<file path="config.mk">
export PLATFORM = sky130hd
export DESIGN_NAME = lab_isqrt
export DESIGN_NICKNAME = d
export VERILOG_FILES = /design/src/rtl/lab_pkg.sv /design/src/rtl/lab_isqrt.sv
export SDC_FILE = /design/constraint.sdc
export NUM_CORES = 2
export LEC_CHECK = 0
export BUFFER_PORTS_ARGS = -buffer_cell sky130_fd_sc_hd__buf_2
export CORE_ASPECT_RATIO = 0.8
export CORE_UTILIZATION = 38
export CTS_BUF_LIST = sky130_fd_sc_hd__clkbuf_16
export CTS_CLUSTER_DIAMETER = 60
export DETAILED_ROUTE_END_ITERATION = 6
export PLACE_DENSITY = 0.49
export SYNTH_ARGS = -nofsm -noshare
export SYNTH_HDL_FRONTEND = slang
export SYNTH_MEMORY_MAX_BITS = 65536
export SYNTH_SLANG_ARGS = --single-unit
export TNS_END_PERCENT = 1
</file>
<file path="constraint.sdc">
create_clock -name clk_i -period 5.1 [get_ports clk_i]
set_input_delay 1.02 -clock clk_i [delete_from_list [all_inputs] [get_ports clk_i]]
set_output_delay 1.02 -clock clk_i [all_outputs]
set_load 0.05 [all_outputs]
</file>
<file path="src/rtl/lab_pkg.sv">
// ----------------------------------------------------------------------------
// lab_pkg
// shared constants and types of the line angle bisector pipeline
// ----------------------------------------------------------------------------
package lab_pkg;

  // default fraction bits of the fixed point coefficients
  localparam int unsigned FRAC_BITS = 16;
  // coefficient width
  localparam int unsigned DW        = 32;
  // normalized magnitude reaches at least 2^NORM_BITS
  localparam int unsigned NORM_BITS = 30;
  // width of a normalization shift count (0 .. NORM_BITS)
  localparam int unsigned SHW       = 5;
  // width of the root of a sum of two squared coefficients
  localparam int unsigned ROOT_W    = 32;

  // one line as it travels through the pipeline
  typedef struct packed {
    logic [DW-1:0]  mag_a;
    logic [DW-1:0]  mag_b;
    logic [DW-1:0]  mag_c;
    logic [SHW-1:0] shift;
    logic           neg_a;
    logic           neg_b;
    logic           neg_c;
  } lab_line_t;

endpackage

</file>
<file path="src/rtl/lab_isqrt.sv">
// ----------------------------------------------------------------------------
// lab_isqrt
// pipelined integer square root, one root bit per stage
// ----------------------------------------------------------------------------
module lab_isqrt #(
  parameter int unsigned SIDE_W = 1
) (
  input  logic                          clk_i,
  input  logic                          rst_ni,
  input  logic                          en_i,
  input  logic                          valid_i,
  input  logic [2*lab_pkg::ROOT_W-1:0]  rad_i,
  input  logic [SIDE_W-1:0]             side_i,
  output logic                          valid_o,
  output logic [lab_pkg::ROOT_W-1:0]    root_o,
  output logic [SIDE_W-1:0]             side_o
);

  localparam int unsigned NST = lab_pkg::ROOT_W;
  localparam int unsigned VW  = 2 * NST;
  localparam int unsigned RW  = NST + 4;

  logic [RW-1:0]     rem_q  [NST];
  logic [RW-1:0]     rem_d  [NST];
  logic [NST-1:0]    root_q [NST];
  logic [NST-1:0]    root_d [NST];
  logic [VW-1:0]     rad_q  [NST];
  logic [VW-1:0]     rad_d  [NST];
  logic [SIDE_W-1:0] side_q [NST];
  logic [SIDE_W-1:0] side_d [NST];
  logic [NST-1:0]    vld_q;

  // one trial subtraction per stage
  always_comb begin
    logic [RW-1:0]     rem_in;
    logic [RW-1:0]     rem_sh;
    logic [RW-1:0]     trial;
    logic [NST-1:0]    root_in;
    logic [VW-1:0]     rad_in;
    logic              ge;
    for (int i = 0; i < NST; i++) begin
      if (i == 0) begin
        rem_in    = '0;
        root_in   = '0;
        rad_in    = rad_i;
        side_d[i] = side_i;
      end else begin
        rem_in    = rem_q[i-1];
        root_in   = root_q[i-1];
        rad_in    = rad_q[i-1];
        side_d[i] = side_q[i-1];
      end
      rem_sh    = {rem_in[RW-3:0], rad_in[VW-1 -: 2]};
      trial     = RW'({root_in, 2'b01});
      ge        = (rem_sh >= trial);
      rem_d[i]  = ge ? (rem_sh - trial) : rem_sh;
      root_d[i] = {root_in[NST-2:0], ge};
      rad_d[i]  = rad_in << 2;
    end
  end

  // stage valid bits
  always_ff @(posedge clk_i or negedge rst_ni) begin
    if (!rst_ni) begin
      vld_q <= '0;
    end else if (en_i) begin
      vld_q <= {vld_q[NST-2:0], valid_i};
    end
  end

  // stage data
  always_ff @(posedge clk_i) begin
    if (en_i) begin
      for (int i = 0; i < NST; i++) begin
        rem_q[i]  <= rem_d[i];
        root_q[i] <= root_d[i];
        rad_q[i]  <= rad_d[i];
        side_q[i] <= side_d[i];
      end
    end
  end

  assign valid_o = vld_q[NST-1];
  assign root_o  = root_q[NST-1];
  assign side_o  = side_q[NST-1];

endmodule

</file>
---- After elaboration in Yosys (flattened, before gate mapping) ----
Memory sizes are Yosys's and may differ from the RTL's.
Cells that the tools add are included.
word-level totals
  register bits ........................... 32
  bits in latches ......................... 0
  RAM bits ................................ 4192
  ROM bits ................................ 0
  input port bits ......................... 69
  output and inout bits ................... 34
  memories kept ........................... 4
memories
  name    depth  width  rd ports  clocked after Yosys merged registers in  wr ports  line             source
  rad_q   32     62     31        0                                        32        lab_isqrt.sv:27  logic [VW-1:0] rad_q [NST];
  rem_q   32     36     31        0                                        32        lab_isqrt.sv:23  logic [RW-1:0] rem_q [NST];
  root_q  32     32     32        0                                        32        lab_isqrt.sv:25  logic [NST-1:0] root_q [NST];
  side_q  32     1      32        0                                        32        lab_isqrt.sv:29  logic [SIDE_W-1:0] side_q [NST];
cells by class
  add/sub/neg operators ................... 32
  multiply operators ...................... 0
  div/mod/pow operators ................... 0
  magnitude comparators ................... 32
  equal/unequal tests ..................... 0
  shifts and indexed selects .............. 0
  muxes and demuxes ....................... 34
  bitwise operators ....................... 0
  reduce and logical (&&, ||, !) cells .... 0
operator list
  kind                 number
  $mux 36              32
  $ge 36x34->1         31
  $sub 36x34->36       31
  $sub 2x1->3 const B  1
  $ge 2x1->1 const B   1
  $mux 1               2

---- Logic depth before layout (Yosys ltp) ----
An unclocked memory read counts as a cell.
  depth in word-level cells ............... 3
  mapped depth ............................ 15

---- Worst setup path before layout ----
Ideal clock, no wire load.
  path kind ............................... register to register
  from .................................... memory rem_q[1][396] (netlist bit)
  to ...................................... memory rem_q[1][439] (netlist bit) (data pin)
  arrival time ............................ 3.167 ns
  data required time ...................... 4.840 ns
  setup slack ............................. 1.673 ns
  cell stages (with the launch flop) ...... 13
  cell sequence ........................... edfxtp_1 ha_1 nor2b_1 o31a_1 nor4_1 o31ai_1 a211o_1 a311oi_1 o211ai_1 a31o_2 clkbuf_1 clkbuf_1 mux2_2
RTL lines
  element          line
  start, declared  lab_isqrt.sv:23

==> flow_metrics.env <==
export IMPL_power_density_nw_per_um2=455
export IMPL_grt_overflow=0
export IMPL_chipHeight_um=503
export IMPL_period_share_pct=87.6
export IMPL_critPathArrivalTime_ps=5020
export IMPL_status="completed"
export IMPL_synth_seq_area_share_pct=64.9
export IMPL_clock_skew_ps=62.1
export IMPL_rsz0062_at_grt="false"
export IMPL_synth_cell_types=92
export IMPL_drt_initial_drc_count=5611
export IMPL_clock_path_buffers=4
export IMPL_final_util_pct=43.3
export IMPL_post_drt_wl_per_cell_um=18.2
export IMPL_critPathKind="reg2reg"
export IMPL_ios=103
export IMPL_grt_max_degree=119
export IMPL_whs_ps=225
export IMPL_synth_edf_count=2555
export IMPL_worstPathRequired_ps=5650
export IMPL_synthesis_nets=9762
export IMPL_io_buffers=102
export IMPL_cp_end_kind="flop"
export IMPL_clock_latency_ps=870
export IMPL_cts_resized=0
export IMPL_core_area_um2=312000
export IMPL_synth_top_area_cell="edfxtp_1"
export IMPL_synth_common_cells="edfxtp_1, inv_1, nor2_1"
export IMPL_worst_pin_slew_ps=1150
export IMPL_avgSynthCellArea_um2=13.1
export IMPL_hold_buffers=0
export IMPL_synth_most_common_cell="edfxtp_1"
export IMPL_area_growth_pct=13.0
export IMPL_finalWeightedCongestion=0.860
export IMPL_synth_area_leaders="edfxtp_1, ha_1, xnor2_1"
export IMPL_drtPass1Iterations=6
export IMPL_vdd_drop_max_mv=0.252
export IMPL_min_period_ps=4470
export IMPL_final_net_count=10098
export IMPL_fin_tns_setup_ps=0
export IMPL_wirelength_um=253000
export IMPL_ys_warn_count=0
export IMPL_vias=70466
export IMPL_max_cap_violations=0
export IMPL_synth_top_area_share_pct=64.2
export IMPL_hold_violations=0
export IMPL_clk_pin_slew_ps=60
export IMPL_ys_seq_elements=2587
export IMPL_cts_tree="done"
export IMPL_rows=183
export IMPL_antenna_found_initial=6
export IMPL_p_leak_nw=51.5
export IMPL_fmax_ghz=0.224
export IMPL_postSynthCellCount=9131
export IMPL_syn_area_um2=119000
export IMPL_dieArea_um2=317000
export IMPL_worstSetupStartpointType="flop"
export IMPL_grt_pass1_wl_um=397000
export IMPL_hold_class="in2async"
export IMPL_postCtsSetupBuffers=0
export IMPL_synth_async_sr_flop_share_pct=1.24
export IMPL_clock_tree_root_cell="clkbuf_16"
export IMPL_track_usage_pct=15.7
export IMPL_slew_headroom_pct=22.7
export IMPL_synth_flop_cell="edfxtp_1"
export IMPL_htreeDepth=5
export IMPL_dp_hpwl_um=180000
export IMPL_vias_per_cell=5.09
export IMPL_cts_buffers=292
export IMPL_initial_core_util_pct=38.3
export IMPL_cp_max_fo=21
export IMPL_cts_sinks=2587
export IMPL_ant_nets=0
export IMPL_first_global_vias=69203
export IMPL_remaining_drc_errors=0
export IMPL_drive_gt1_share_pct=8.87
export IMPL_die_x_um=629
export IMPL_finalSetupViolations=0
export IMPL_drv_slew=0
## registers in the layout, summed over array words and instances, names as in the netlist
signal,flops
rad_q,992
rem_q,1003
root_q,528
side_q,32
vld_q,32
## layout make-up
cell class                      count  area, um^2
Fill cell                       28442      177000
Sequential cell                  2587       77500
Inverter                          705        2650
Timing Repair Buffer              219        1700
Multi-Input combinational cell   5662       38700
Antenna cell                        3        7.51
Clock buffer                      298        7460
Clock inverter                    211        1800
Tap cell                         4162        5210
## stage by stage
step | power [W] | cell area (um^2) | cells | setup WS, ps
floorplan | 0.0373 | 119000 | 9131 | 1670
global placement | 0.0412 | 126000 | 13335 | 883
detailed placement | 0.0413 | 126000 | 13335 | 824
CTS | 0.0622 | 135000 | 13844 | 761
global route | 0.0647 | 135000 | 13846 | 323
finish | 0.0614 | 135000 | 13847 | 631
## logic make-up after synthesis
| kind of cell | count (synthesis) | synth area share [%] |
|---|---|---|
| muxes | 126 | 1.18 |
| AOI/OAI and AO/OA | 1777 | 9.24 |
| buffers and inverters | 882 | 2.79 |
| adders and majority gates | 562 | 5.89 |
| other | 1 | 0.00314 |
| and+or+nand+nor | 2344 | 9.75 |
| xor gates and xnor gates | 852 | 6.25 |
| DFF | 2587 | 64.9 |
## cells in the final DEF, fill, tap and decap left out, types with 86 or more instances in the layout
| master | count |
|---|---|
| a21o_1 | 240 |
| nand4_1 | 107 |
| buf_2 | 101 |
| nor2_1 | 604 |
| nor4_1 | 123 |
| nand2b_1 | 101 |
| ha_1 | 562 |
| xor2_1 | 393 |
| inv_1 | 753 |
| edfxtp_1 | 2555 |
| o21a_1 | 111 |
| nand2_1 | 575 |
| nand3_1 | 142 |
| nor2b_1 | 86 |
| clkbuf_16 | 298 |
| mux2_2 | 123 |
| buf_4 | 93 |
| nor3_1 | 232 |
| xnor2_1 | 459 |
| o21ai_0 | 429 |
| a21oi_1 | 578 |
## where the power goes
| part | total (W) | switching, W | internal [W] |
|---|---|---|---|
| logic | 0.0122 | 0.00700 | 0.00517 |
| registers | 0.0288 | 0.00185 | 0.0269 |
| clock network | 0.0205 | 0.00843 | 0.0120 |
## metal layers
metal,share of wire [%],vias to the layer above,GRT usage [%],wire [um]
met5,0.0051,-,0,13
met4,2.5,2,4.24,6300
met3,4.0,400,2.19,9980
met2,46,1354,25.4,115000
met1,48,34230,22.1,121000
li1,-,34480,-,-
## final timing paths
| kind | startpoint | to | slack, ps | cells after the start |
|---|---|---|---|---|
| worst max-delay path | rem_q[0][227] | rem_q[0][281] | 630 | 11 |
| worst min-delay path | rst_ni | vld_q[4] | 230 | 1 |
| worst max register to register | rem_q[0][227] | rem_q[0][281] | 630 | 11 |
| worst min register to register | side_q[1][5] | side_q[1][6] | 370 | 0 |
| max in group asynchronous | rst_ni | vld_q[21] | 4420 | 1 |
| min in group clk_i | rad_i[27] | rad_q[0][27] | 330 | 1 |
## worst max-delay path, stage by stage (launching register included)
cell and delay, ps:
edfxtp_1 440, nor4_1 730, nand4_1 370, nor4_1 340
a211oi_1 140, nand3_1 120, buf_4 250, nand4_1 270
or3b_2 600, or4_1 500, nor4_1 290, xor2_1 110
Note: power is estimated with default switching activity, not from simulation.
